==> src/hw/rtl/mpsq_pkg.sv <==
package mpsq_pkg;

   localparam int ADDR_W = 6;
   localparam int IDX_W  = 3;
   localparam int DATA_W = 32;
   localparam int WORDS  = 64;

   localparam logic signed [63:0] MAX64 = 64'sd2147483647;
   localparam logic signed [63:0] MIN64 = -64'sd2147483648;

   typedef struct packed {
      logic             load_en;
      logic             clear_flag;
      logic             mac_valid;
      logic             mac_first;
      logic             mac_last;
      logic [IDX_W-1:0] mac_i;
      logic [IDX_W-1:0] mac_j;
      logic [IDX_W-1:0] mac_k;
      logic             x_base;
      logic             y_base;
      logic             cur_bank;
      logic             emit_valid;
      logic             emit_ident;
      logic             emit_last;
      logic [IDX_W-1:0] emit_row;
      logic [IDX_W-1:0] emit_col;
   } ctl_cmd_type;

   typedef struct packed {
      logic emit_ready;
   } dp_stat_type;

   function automatic logic signed [31:0] sat32(input logic signed [63:0] v);
      if (v > MAX64) begin
         return 32'sh7fffffff;
      end else if (v < MIN64) begin
         return 32'sh80000000;
      end
      return v[31:0];
   endfunction

   function automatic logic ovf32(input logic signed [63:0] v);
      return (v > MAX64) || (v < MIN64);
   endfunction

endpackage

==> src/hw/rtl/mpsq_ctrl.sv <==
module mpsq_ctrl #(
   parameter int DIM_MAX = 8
) (
   input  logic                      clock,
   input  logic                      reset,
   input  logic                      req_valid,
   output logic                      req_stall,
   input  logic                      req_cmd,
   input  logic [2:0]                req_row,
   input  logic [2:0]                req_col,
   input  logic [31:0]               req_exponent,
   input  logic                      csr_valid,
   output logic                      csr_ready,
   input  logic [3:0]                csr_data,
   input  mpsq_pkg::dp_stat_type     stat,
   output mpsq_pkg::ctl_cmd_type     cmd
);
   import mpsq_pkg::*;

   localparam logic [2:0] ST_IDLE  = 3'd0;
   localparam logic [2:0] ST_SCAN  = 3'd1;
   localparam logic [2:0] ST_NEXT  = 3'd2;
   localparam logic [2:0] ST_MUL   = 3'd3;
   localparam logic [2:0] ST_DRAIN = 3'd4;
   localparam logic [2:0] ST_EMIT  = 3'd5;

   logic [2:0]       state_ff, state_in;
   logic [3:0]       size_ff, size_in;
   logic [31:0]      exp_ff, exp_in;
   logic [4:0]       cnt_ff, cnt_in;
   logic [IDX_W-1:0] i_ff, i_in, j_ff, j_in, k_ff, k_in;
   logic             sqr_ff, sqr_in;
   logic             bank_ff, bank_in;
   logic             src_base_ff, src_base_in;
   logic             ident_ff, ident_in;
   logic [1:0]       drain_ff, drain_in;
   logic [3:0]       n_eff;
   logic [IDX_W-1:0] nm1;

   assign csr_ready = 1'b1;
   assign req_stall = (state_ff != ST_IDLE);

   always_comb begin
      if (size_ff == 4'd0) begin
         n_eff = 4'd1;
      end else if (size_ff > 4'(DIM_MAX)) begin
         n_eff = 4'(DIM_MAX);
      end else begin
         n_eff = size_ff;
      end
      nm1 = IDX_W'(n_eff - 4'd1);
   end

   always_comb begin
      state_in    = state_ff;
      size_in     = size_ff;
      exp_in      = exp_ff;
      cnt_in      = cnt_ff;
      i_in        = i_ff;
      j_in        = j_ff;
      k_in        = k_ff;
      sqr_in      = sqr_ff;
      bank_in     = bank_ff;
      src_base_in = src_base_ff;
      ident_in    = ident_ff;
      drain_in    = drain_ff;
      cmd         = '0;
      cmd.mac_i   = i_ff;
      cmd.mac_j   = j_ff;
      cmd.mac_k   = k_ff;
      cmd.x_base  = src_base_ff;
      cmd.y_base  = src_base_ff | ~sqr_ff;
      cmd.cur_bank   = bank_ff;
      cmd.emit_ident = ident_ff;
      cmd.emit_row   = i_ff;
      cmd.emit_col   = j_ff;
      cmd.emit_last  = (i_ff == nm1) && (j_ff == nm1);

      if (csr_valid) begin
         size_in = csr_data;
      end

      case (state_ff)
         ST_IDLE: begin
            if (req_valid) begin
               if (!req_cmd) begin
                  cmd.load_en = (int'(req_row) < DIM_MAX) && (int'(req_col) < DIM_MAX);
               end else begin
                  cmd.clear_flag = 1'b1;
                  exp_in = req_exponent;
                  cnt_in = 5'd31;
                  i_in   = '0;
                  j_in   = '0;
                  k_in   = '0;
                  src_base_in = 1'b1;
                  if (req_exponent == 32'd0) begin
                     ident_in = 1'b1;
                     state_in = ST_EMIT;
                  end else begin
                     ident_in = 1'b0;
                     state_in = ST_SCAN;
                  end
               end
            end
         end
         ST_SCAN: begin
            // Shift out leading zeros; the top set bit itself is consumed too.
            exp_in = {exp_ff[30:0], 1'b0};
            if (exp_ff[31]) begin
               state_in = ST_NEXT;
            end else begin
               cnt_in = cnt_ff - 5'd1;
            end
         end
         ST_NEXT: begin
            if (cnt_ff == 5'd0) begin
               state_in = ST_EMIT;
            end else begin
               sqr_in   = 1'b1;
               state_in = ST_MUL;
            end
         end
         ST_MUL: begin
            cmd.mac_valid = 1'b1;
            cmd.mac_first = (k_ff == '0);
            cmd.mac_last  = (k_ff == nm1);
            if (k_ff == nm1) begin
               k_in = '0;
               if (j_ff == nm1) begin
                  j_in = '0;
                  if (i_ff == nm1) begin
                     i_in     = '0;
                     drain_in = 2'd0;
                     state_in = ST_DRAIN;
                  end else begin
                     i_in = i_ff + 1'b1;
                  end
               end else begin
                  j_in = j_ff + 1'b1;
               end
            end else begin
               k_in = k_ff + 1'b1;
            end
         end
         ST_DRAIN: begin
            // The drain lets the last write land before the next read.
            drain_in = drain_ff + 2'd1;
            if (drain_ff == 2'd2) begin
               bank_in     = ~bank_ff;
               src_base_in = 1'b0;
               if (sqr_ff && exp_ff[31]) begin
                  sqr_in   = 1'b0;
                  state_in = ST_MUL;
               end else begin
                  exp_in   = {exp_ff[30:0], 1'b0};
                  cnt_in   = cnt_ff - 5'd1;
                  state_in = ST_NEXT;
               end
            end
         end
         ST_EMIT: begin
            if (stat.emit_ready) begin
               cmd.emit_valid = 1'b1;
               if (j_ff == nm1) begin
                  j_in = '0;
                  if (i_ff == nm1) begin
                     i_in     = '0;
                     state_in = ST_IDLE;
                  end else begin
                     i_in = i_ff + 1'b1;
                  end
               end else begin
                  j_in = j_ff + 1'b1;
               end
            end
         end
         default: begin
            state_in = ST_IDLE;
         end
      endcase
   end

   always_ff @(posedge clock) begin
      if (reset) begin
         state_ff    <= ST_IDLE;
         size_ff     <= 4'd8;
         exp_ff      <= '0;
         cnt_ff      <= '0;
         i_ff        <= '0;
         j_ff        <= '0;
         k_ff        <= '0;
         sqr_ff      <= 1'b0;
         bank_ff     <= 1'b0;
         src_base_ff <= 1'b0;
         ident_ff    <= 1'b0;
         drain_ff    <= '0;
      end else begin
         state_ff    <= state_in;
         size_ff     <= size_in;
         exp_ff      <= exp_in;
         cnt_ff      <= cnt_in;
         i_ff        <= i_in;
         j_ff        <= j_in;
         k_ff        <= k_in;
         sqr_ff      <= sqr_in;
         bank_ff     <= bank_in;
         src_base_ff <= src_base_in;
         ident_ff    <= ident_in;
         drain_ff    <= drain_in;
      end
   end

endmodule

==> config.mk <==
export PLATFORM = sky130hd
export DESIGN_NAME = mpsq_ctrl
export DESIGN_NICKNAME = d
export VERILOG_FILES = /design/src/hw/rtl/mpsq_pkg.sv /design/src/hw/rtl/mpsq_ctrl.sv
export SDC_FILE = /design/constraint.sdc
export NUM_CORES = 1
export LEC_CHECK = 0
export BUFFER_PORTS_ARGS = -buffer_cell sky130_fd_sc_hd__clkbuf_2
export CAP_MARGIN = 20
export CELL_PAD_IN_SITES_DETAIL_PLACEMENT = 1
export CELL_PAD_IN_SITES_GLOBAL_PLACEMENT = 2
export CORE_UTILIZATION = 36
export CTS_CLUSTER_SIZE = 16
export DETAILED_ROUTE_END_ITERATION = 8
export MAX_ROUTING_LAYER = met4
export PLACE_DENSITY_LB_ADDON = 0.1
export SETUP_SLACK_MARGIN = 0.5
export SLEW_MARGIN = 0
export SYNTH_ARGS = -nofsm -noshare
export SYNTH_HDL_FRONTEND = slang
export SYNTH_SLANG_ARGS = --single-unit
==> constraint.sdc <==
create_clock -name clock -period 5 [get_ports clock]
set_input_delay 0.5 -clock clock [delete_from_list [all_inputs] [get_ports clock]]
set_output_delay 0.5 -clock clock [all_outputs]
set_load 0.005 [all_outputs]
# Word-level counts from Yosys, hierarchy flattened
# Cells that the tools add are included.
dict set report classes {
  order_cmp 1
  n_mux 60
  bitwise 3
  n_reduce_logical 24
  eq_ne 23
  n_addsub 6
}
# operator n
set op_table {}
lappend op_table {{$mux 32} 4}
lappend op_table {{$pmux 32 s3} 1}
lappend op_table {{$mux 3} 25}
lappend op_table {{$logic_not 32->1} 1}
lappend op_table {{$ne 2x2->1 const B} 14}
lappend op_table {{$mux 5} 5}
lappend op_table {{$pmux 3 s3} 2}
lappend op_table {{$pmux 3 s6} 1}
lappend op_table {{$pmux 5 s3} 1}
lappend op_table {{$mux 1} 12}
lappend op_table {{$reduce_and 4->1} 3}
lappend op_table {{$mux 2} 5}
lappend op_table {{$reduce_and 10->1} 1}
lappend op_table {{$reduce_and 5->1} 2}
lappend op_table {{$add 3x1->3 const B} 3}
lappend op_table {{$eq 3x3->1} 3}
lappend op_table {{$reduce_bool 3->1} 3}
lappend op_table {{$reduce_bool 2->1} 4}
lappend op_table {{$eq 3x2->1 const B} 2}
lappend op_table {{$eq 3x3->1 const B} 2}
lappend op_table {{$logic_not 3->1} 2}
lappend op_table {{$pmux 3 s2} 1}
lappend op_table {{$reduce_and 3->1} 2}
lappend op_table {{$reduce_and 6->1} 1}
lappend op_table {{other kinds (14)} 17}
dict set report word_totals {
  inputBits 48
  ff_bits 59
  out_inout_bits 28
  word_cells 129
}

# Longest topological paths before layout
# Gate-level depths: netlist (run 1).
dict set report logic_depth {
  word_depth 9
  depth_mapped 9
  mapped_depth_nobuf 9
}

# Least setup slack after synthesis (run 1)
# Ideal clock, no wire load.
dict set report synth_timing {
  path_kind {reg-to-reg}
  startpoint {register size_ff[1]}
  endpoint {register drain_ff[1]}
  path_stages_with_launch 10
  required_time_ns 4.872
  synth_period_minus_slack_ns 2.304
  slack_ns 2.696
  setup_time_ns 0.128
  arrival_time_ns 2.177
  path_buffers 0
  path_cell_list {dfxtp_1 -> o21ba_2 -> nor2_2 -> inv_1 -> ha_1 -> xnor3_1 -> nor4_4 -> nor4b_2 -> o22a_1 -> nor2_1}
}
dict set report synth_between {
  elab_chain_len 7
  word_cells_on_any_way 12
  cone_classes {add/sub (1); order compare (1); eq/ne (6); mux (2); reduce/logical (2)}
}
# element line
set synth_lines {}
lappend synth_lines {{start, declared} mpsq_ctrl.sv:28} ;# logic [3:0] size_ff, size_in;
lappend synth_lines {{start signal, assigned} mpsq_ctrl.sv:199} ;# size_ff <= size_in;
lappend synth_lines {{$gt 4x4->1} mpsq_ctrl.sv:46} ;# end else if (size_ff > 4'(DIM_MAX)) begin
lappend synth_lines {{$mux 3} mpsq_ctrl.sv:46}
lappend synth_lines {{$mux 3 (*)} mpsq_ctrl.sv:44} ;# if (size_ff == 4'd0) begin
lappend synth_lines {{$sub 3x1->3 (*)} mpsq_ctrl.sv:51} ;# nm1 = IDX_W'(n_eff - 4'd1);
lappend synth_lines {{$eq 3x3->1 (on tied branches)} {mpsq_ctrl.sv:127, mpsq_ctrl.sv:129, mpsq_ctrl.sv:131}}
lappend synth_lines {{$ne 2x2->1 (no line)} n/a}
lappend synth_lines {{$reduce_and 4->1 (no line) (*)} n/a}
lappend synth_lines {{end signal, assigned} mpsq_ctrl.sv:209} ;# drain_ff <= drain_in;
lappend synth_lines {{end, declared} mpsq_ctrl.sv:36} ;# logic [1:0] drain_ff, drain_in;
# Mark *: on every way between the ends. The rest lies on a longest branch, timed or not.
# A chain may end at the register's enable or synchronous reset.

==> results of run 1 <==
[cell type report]
class | count | area, sq um | share of cell area
well taps | 129 | 161 | 0.0407
multi-input cells | 271 | 2040 | 0.514
clock inverters | 5 | 55.1 | 0.0139
inverters | 11 | 41.3 | 0.0104
repair buffers | 71 | 363 | 0.0914
flip-flops and latches | 59 | 1180 | 0.298
clock buffers | 10 | 128 | 0.0321
[power by group]
group | switching (mW) | internal, mW | total [mW]
Clock | 0.190 | 0.226 | 0.415
Combinational | 0.259 | 0.197 | 0.456
Sequential | 0.0654 | 0.552 | 0.617
[path summary, 6_finish.rpt]
check	from	slack [ns]	depth (start not counted)	end
worst max-delay path	size_ff[1]$_SDFFE_PP0P_	2.01	7	cmd[21]
worst min register to register	ident_ff$_SDFFE_PP0P_	0.46	2	ident_ff$_SDFFE_PP0P_
worst min-delay path	csr_data[3]	0.37	2	size_ff[3]$_SDFFE_PP1P_
worst max register to register	state_ff[2]$_SDFFE_PP0P_	2.11	6	exp_ff[10]$_SDFFE_PP0P_
[cell families after synthesis]
logic type / count (synthesis) / synth area share
flops: 59 / 0.339
mux: 38 / 0.109
simple gates: 132 / 0.200
compound gates: 78 / 0.201
xor+xnor: 15 / 0.0496
fa+ha+maj: 7 / 0.0252
other cells: 1 / 0.00108
buf+inv: 45 / 0.0741
[metrics by stage]
stage                      util  area [sq um]  hold slack, ns  power (mW)
after floorplan               -          3480           0.437        1.01
after global placement    0.408          3790           0.452        1.07
after detailed placement  0.408          3790           0.462        1.09
after CTS                 0.428          3970           0.352        1.52
after global routing      0.428          3970           0.363        1.59
final                     0.428          3970           0.368        1.49
[metal layers]
| metal | up-vias | routed length, um | track usage |
|---|---|---|---|
| met5 | - | 0 | - |
| met2 | 41 | 3710 | 0.275 |
| met4 | 0 | 74 | 0.0602 |
| li1 | 1432 | - | - |
| met3 | 6 | 192 | 0.0272 |
| met1 | 1346 | 4170 | 0.235 |
[synth_stat cells, types with 8 or more instances]
master    instances  area (sq um)
mux2i_1          38           380
a211oi_2         29           363
nand2_1          22          82.6
nand2b_1          8          50.1
a21oi_1          15          75.1
nor4_1            9          56.3
inv_1            11          41.3
buf_4            16           120
nor2_1           49           184
clkbuf_1         11          41.3
xor2_1            8          70.1
dfxtp_1          59          1180
[registers in the layout, indices dropped and copies added (netlist names), 2 cells and up]
name,flops
j_ff,3
exp_ff,32
drain_ff,2
k_ff,3
cnt_ff,5
i_ff,3
state_ff,3
size_ff,4
[critical path: cells and delay by family, from the launching register on]
family,cells,cell delay (ns)
buffers and inverters,2,0.26
DFF,1,0.34
adders and majority gates,1,0.28
AOI/OAI and AO/OA,1,0.23
xor gates and xnor gates,1,0.45
and+or+nand+nor,2,0.61
==> results.yml, run 1 <==
route:
  routed_wl_um: 8140
  wl_per_cell_um: 14.6
  dr.pass1.iters: 4
  dr.first_iter.drc_count: 60
  vias: 2825
  via_per_inst: 5.08
  antenna_left: 0
  drc_errors: 0
grt:
  grt_pass1_wl_um: 13600
  grt_max_degree: 52
  antenna_found_initial: 0
  overflow: 0
  grt_pass1_vias: 2813
  grt_use_total: 0.177
synth:
  synth_cells: 375
  synth_warnings: 0
  synth_edf_count: 0
  synthFlopType: "dfxtp_1"
  syn_avg_cell_area_sq_um: 9.28
  async_flop_share: 0
  synth_area_sq_um: 3480
  synth_cell_types: 60
  synth_fp_nets: 430
  yosysSeqAreaShare: 0.339
  ys_ff_latch: 59
place:
  gp_congestion: 0.766
  portBuffers: 68
  post-place-ws_ns: 2.11
  hpwl_um: 5950
  dp.cells: 541
cells_and_area:
  final_common_cell: "clkbuf_2"
  fin_cells: 556
  layout-drive-gt1-share: 0.300
  fillers: 1103
  antenna_cells: 0
  synthToLayoutAreaGrowth_pct: 14.1
  fin_nets: 478
  mostFrequentLayoutCells: "clkbuf_2 (68), dfxtp_1 (59), nor2_1 (49)"
clock_tree:
  cts-hold-fix-buffers: 0
  cts_resized: 0
  cts-root-buf: "clkbuf_8"
  clk_latency_ns: 0.33
  clock-sinks: 59
  post_cts_buffers: 0
  numCtsBuffers: 9
  cts_tree: "built"
  clk_path_buf_depth: 2
  cts.clk_slew.worst_paths_ns: 0.07
  ctsHtreeMaxLevel: 3
critical_path:
  crit_slowest_cell: "xnor3_1"
  cp_cell_sequence: "o21ba_2 -> nor2_2 -> inv_1 -> ha_1 -> xnor3_1 -> nor4_4 -> clkbuf_2"
  crit_arrival_ns: 2.49
  critPathKind: "flip-flop to output pin"
  crit_required_ns: 4.50
  cp-end-kind: "output pin"
  critical-path-max-stage-delay_ns: 0.45
  start_kind: "flip-flop"
  critPathMaxFanout: 4
power:
  peakVddDrop_mv: 0.163
  p_leak_nw: 1.58
  powerDensity_nw_per_um2: 375
timing:
  slew_violations: 0
  finalHoldViolations: 0
  rsz0062_at_grt: "no"
  fin_crit_sh: 0.599
  finClkSkew_ns: 0.0109
  finalSetupViolCount: 0
  max_slew_margin: 0.481
  tns_ns: 0
  final.setup.worst_slack_ns: 2.01
  tightest_slew_ns: 0.778
  min_period_ns: 2.99
  fmax_mhz: 334
floorplan:
  start_util: 0.375
  die-area_sq_um: 10100
  core_area_sq_um: 9280
  io_pins: 76
  die_h_um: 100
  die_w_um: 100
  rows: 35
outcome:
  outcome: "completed"
min_path:
  hold_class: "input port to flip-flop"
flow_run:
  timing.max_cap.violations: 0
Power figures use the tool's default switching activity.
==> run 2, diff against run 1 <==
--- a/config.mk
+++ b/config.mk
@@ -9,7 +9,7 @@
 export CAP_MARGIN = 20
 export CELL_PAD_IN_SITES_DETAIL_PLACEMENT = 1
 export CELL_PAD_IN_SITES_GLOBAL_PLACEMENT = 2
-export CORE_UTILIZATION = 36
+export CORE_UTILIZATION = 33
 export CTS_CLUSTER_SIZE = 16
 export DETAILED_ROUTE_END_ITERATION = 8
 export MAX_ROUTING_LAYER = met4
==> constraint.sdc (replaced) <==
create_clock -name clock -period 2.9 [get_ports clock]
set_input_delay 0.29 -clock clock [delete_from_list [all_inputs] [get_ports clock]]
set_output_delay 0.29 -clock clock [all_outputs]
set_load 0.005 [all_outputs]
==> results.yml, run 2 (same netlist as run 1, synthesis figures left out) <==
outcome:
  outcome: "completed"
critical_path:
  cp-end-kind: "output pin"
  critPathMaxFanout: 4
  crit_arrival_ns: 2.04
  crit_required_ns: 2.61
  start_kind: "flip-flop"
  critPathKind: "flip-flop to output pin"
cells_and_area:
  largest-register: "exp_ff"
  final_common_cell: "clkbuf_2"
  antenna_cells: 0
  fillers: 1243
  mostFrequentLayoutCells: "clkbuf_2 (67), dfxtp_1 (55), nor2_1 (49)"
  reg_top3: "exp_ff: 32 flops, cnt_ff: 5 flops, size_ff: 4 flops"
  largest_reg_flops: 32
  synthToLayoutAreaGrowth_pct: 19.8
  multi_input_area_sq_um: 2100
  seqCellArea_sq_um: 1190
  layout-drive-gt1-share: 0.341
  fin_cells: 573
  fin_nets: 487
route:
  drc_errors: 0
  routed_wl_um: 8420
  vias: 2897
  dr.first_iter.drc_count: 73
  via_per_inst: 5.06
  antenna_left: 0
  wl_per_cell_um: 14.7
  dr.pass1.iters: 4
grt:
  grt_use_total: 0.165
  overflow: 0
  antenna_found_initial: 0
  grt_pass1_wl_um: 14100
  grt_pass1_vias: 2906
  grt_max_degree: 64
floorplan:
  die_h_um: 105
  io_pins: 76
  core_area_sq_um: 10300
  rows: 37
  start_util: 0.339
  die_w_um: 105
  die-area_sq_um: 11000
timing:
  tightest_slew_ns: 0.891
  max_slew_margin: 0.406
  slew_violations: 0
  tns_ns: 0
  fin_crit_sh: 0.804
  finalHoldViolations: 0
  finalSetupViolCount: 0
  min_period_ns: 2.33
  fmax_mhz: 429
  finClkSkew_ns: 0.0111
  holdWs_ns: 0.158
  rsz0062_at_grt: "yes"
flow_run:
  timing.max_cap.violations: 0
clock_tree:
  cts_tree: "built"
  ctsHtreeMaxLevel: 3
  clk_path_buf_depth: 2
  cts-root-buf: "clkbuf_8"
  cts.clk_slew.worst_paths_ns: 0.07
  clk_latency_ns: 0.34
  numCtsBuffers: 9
  clock-sinks: 59
place:
  hpwl_um: 6050
  gp_congestion: 0.714
  dp.cells: 553
  portBuffers: 68
power:
  powerDensity_nw_per_um2: 644
  p_leak_nw: 1.66
  peakVddDrop_mv: 0.273
min_path:
  hold_class: "input port to flip-flop"
[run 2: cell types whose count changed in the layout (fill, tap and decap cells not counted), sizes merged]
cell | before | now
clkbuf | 78 | 80
buf | 3 | 13
clkinv | 2 | 1
clkinvlp | 2 | 1
[run 2: cell type report]
cell class | instances | share of cell area
Multi-Input combinational cell | 271 | 0.505
Clock buffer | 13 | 0.0381
Inverter | 11 | 0.00991
Timing Repair Buffer | 80 | 0.111
Tap cell | 136 | 0.0408
Clock inverter | 3 | 0.0111
Sequential cell | 59 | 0.285
[run 2: worst max-delay path, cell delays in order, from the launching register on]
cell     delay [ns]
dfxtp_2        0.34
o21ba_4        0.23
nor2_4         0.11
inv_2          0.06
ha_4           0.17
xnor3_2        0.28
nor4_4         0.28
buf_4          0.16
buf_6          0.08
[run 2: final timing paths]
| path | slack [ns] | startpoint | depth (start not counted) | endpoint |
|---|---|---|---|---|
| setup / recovery | 0.57 | size_ff[1]$_SDFFE_PP0P_ | 8 | cmd[21] |
| hold / removal | 0.16 | csr_data[3] | 2 | size_ff[3]$_SDFFE_PP1P_ |
| setup reg to reg | 0.67 | size_ff[1]$_SDFFE_PP0P_ | 9 | drain_ff[1]$_SDFFE_PP0P_ |
| hold reg to reg | 0.47 | ident_ff$_SDFFE_PP0P_ | 2 | ident_ff$_SDFFE_PP0P_ |
[run 2: repair_timing]
item                       in CTS  in global routing
gates resized for setup         7                 11
setup endpoints to repair      10                 10
setup buffers                   1                  3
hold buffers                    0                  0
pin swaps                       2                  3
[run 2: layer usage]
layer | vias to the layer above | part of all wire | track usage
met3 | 11 | 0.024 | 0.0299
met1 | 1407 | 0.52 | 0.222
met5 | - | 0 | -
met2 | 38 | 0.45 | 0.246
li1 | 1441 | - | -
met4 | 0 | 0.013 | 0.0573
[run 2: power breakdown]
part           switching, mW  internal (mW)
combinational          0.461          0.371
sequential             0.106          0.952
clock                  0.347          0.447
total                  0.915           1.77
[run 2: metrics by stage]
stage	setup WS (ns)	power [mW]	util	instance area, sq um
global route	0.415	2.87	0.406	4170
floorplan	0.596	1.74	-	3480
finish	0.570	2.68	0.406	4170
global placement	0.410	1.88	0.375	3860
CTS	0.480	2.72	0.399	4110
detailed placement	0.345	1.91	0.375	3860
==> run 3, diff against run 2 <==
==> constraint.sdc (replaced) <==
create_clock -name clock -period 2.4 [get_ports clock]
set_input_delay 0.24 -clock clock [delete_from_list [all_inputs] [get_ports clock]]
set_output_delay 0.24 -clock clock [all_outputs]
set_load 0.005 [all_outputs]
==> results.yml, run 3 (same netlist as run 1, synthesis figures left out) <==
timing:
  finalSetupViolCount: 0
  fmax_mhz: 441
  fin_crit_sh: 0.945
  final.setup.worst_slack_ns: 0.133
  finClkSkew_ns: 0.0111
  holdWs_ns: 0.101
  slew_violations: 0
  tightest_slew_ns: 0.661
  min_period_ns: 2.27
  tns_ns: 0
  rsz0062_at_grt: "yes"
  finalHoldViolations: 0
  max_slew_margin: 0.556
power:
  power.total_mw: 3.52
  powerDensity_nw_per_um2: 774
  switchingPower_mw: 1.21
  pwr-share-clk: 0.290
  peakVddDrop_mv: 0.293
  combPwrFrac: 0.350
  p_leak_nw: 1.82
  p_seq_frac: 0.359
  internal-power_mw: 2.32
  swShare: 0.343
min_path:
  hold_class: "input port to flip-flop"
cells_and_area:
  seqCellArea_sq_um: 1190
  fillers: 1187
  largest-register: "exp_ff"
  synthToLayoutAreaGrowth_pct: 30.8
  final_common_cell: "clkbuf_2"
  antenna_cells: 0
  layout-drive-gt1-share: 0.420
  final_cell_area_sq_um: 4550
  fin_nets: 507
  reg_top3: "exp_ff: 32 flops, cnt_ff: 5 flops, size_ff: 4 flops"
  largest_reg_flops: 32
  multi_input_area_sq_um: 2240
  mostFrequentLayoutCells: "clkbuf_2 (67), dfxtp_1 (54), nor2_1 (46)"
  final_util: 0.443
  fin_cells: 593
route:
  vias: 3014
  via_per_inst: 5.08
  dr.pass1.iters: 6
  routed_wl_um: 9690
  m1WireLength_um: 4790
  topRoutingLayerUsed: "met4"
  wl_per_cell_um: 16.3
  antenna_left: 0
  dr.first_iter.drc_count: 69
  drc_errors: 0
  routed-wl-met2_um: 4580
  met3WireLength_um: 222
grt:
  grt_use_total: 0.185
  grt_max_degree: 39
  antenna_found_initial: 0
  grt_pass1_wl_um: 15600
  grt_pass1_vias: 3037
  overflow: 0
floorplan:
  rows: 37
  start_util: 0.339
  die_h_um: 105
  io_pins: 76
  die_w_um: 105
  core_area_sq_um: 10300
  die-area_sq_um: 11000
critical_path:
  critPathKind: "flip-flop to output pin"
  crit_required_ns: 2.16
  crit_arrival_ns: 2.03
  critPathMaxFanout: 4
  start_kind: "flip-flop"
  cp-end-kind: "output pin"
place:
  portBuffers: 68
  dp.cells: 554
  post-place-ws_ns: 0.174
  hpwl_um: 6160
  placed_area_sq_um: 3940
  gp_congestion: 0.709
clock_tree:
  numCtsBuffers: 9
  clock-sinks: 59
  cts-root-buf: "clkbuf_8"
  clk_latency_ns: 0.34
  clk_path_buf_depth: 2
  cts.clk_slew.worst_paths_ns: 0.07
  ctsHtreeMaxLevel: 3
  cts_tree: "built"
outcome:
  outcome: "completed"
flow_run:
  timing.max_cap.violations: 0
==> run 3: cell count changes in the layout (fill, tap and decap cells not counted), sizes merged <==
cell    previous run  this run
bufinv             1         2
clkinv             1         3
buf               13        32
clkbuf            80        78
==> run 3: worst paths after layout <==
path	from	end	slack (ns)	cells past startpoint
setup reg to reg	size_ff[1]$_SDFFE_PP0P_	k_ff[2]$_SDFFE_PP0P_	0.21	12
hold / removal	csr_data[3]	size_ff[3]$_SDFFE_PP1P_	0.10	2
hold reg to reg	ident_ff$_SDFFE_PP0P_	ident_ff$_SDFFE_PP0P_	0.48	2
setup / recovery	size_ff[1]$_SDFFE_PP0P_	cmd[21]	0.13	8
==> run 3: timing repair <==
action                                  in CTS  in global routing
buffers inserted                            16                  5
gates cloned                                 1                  1
endpoints found under the hold margin        0                  0
pin swaps                                   12                  8
hold buffers                                 0                  0
resized for setup                           24                 23
endpoints found under the setup margin      50                 54
==> run 3: power by group through the flow <==
stage               registers [mW]  clock network [mW]  logic (mW)
floorplan                     1.25                   0       0.872
global placement              1.29                   0        1.02
detailed placement            1.29                   0        1.04
CTS                           1.27                1.05        1.18
global route                  1.29                1.10        1.35
finish                        1.27                1.02        1.23
==> run 3: critical path: stages, from the launching register on <==
cell and delay, ns:
dfxtp_2 0.33, o21ba_4 0.22, nor2_4 0.11, inv_2 0.05
ha_4 0.17, xnor3_2 0.26, nor4_4 0.26, buf_4 0.18
buf_6 0.10
==> run 3: routing by layer <==
layer,GRT usage,vias to the layer above
li1,-,1488
met1,0.243,1479
met2,0.290,39
met3,0.0349,8
met4,0.0543,0
met5,-,-
==> run 3: layout make-up <==
type,instances,area share
Inverter,11,0.00907
Clock inverter,6,0.0198
Multi-Input combinational cell,271,0.492
Timing Repair Buffer,100,0.151
Clock buffer,10,0.0280
Tap cell,136,0.0374
Sequential cell,59,0.262
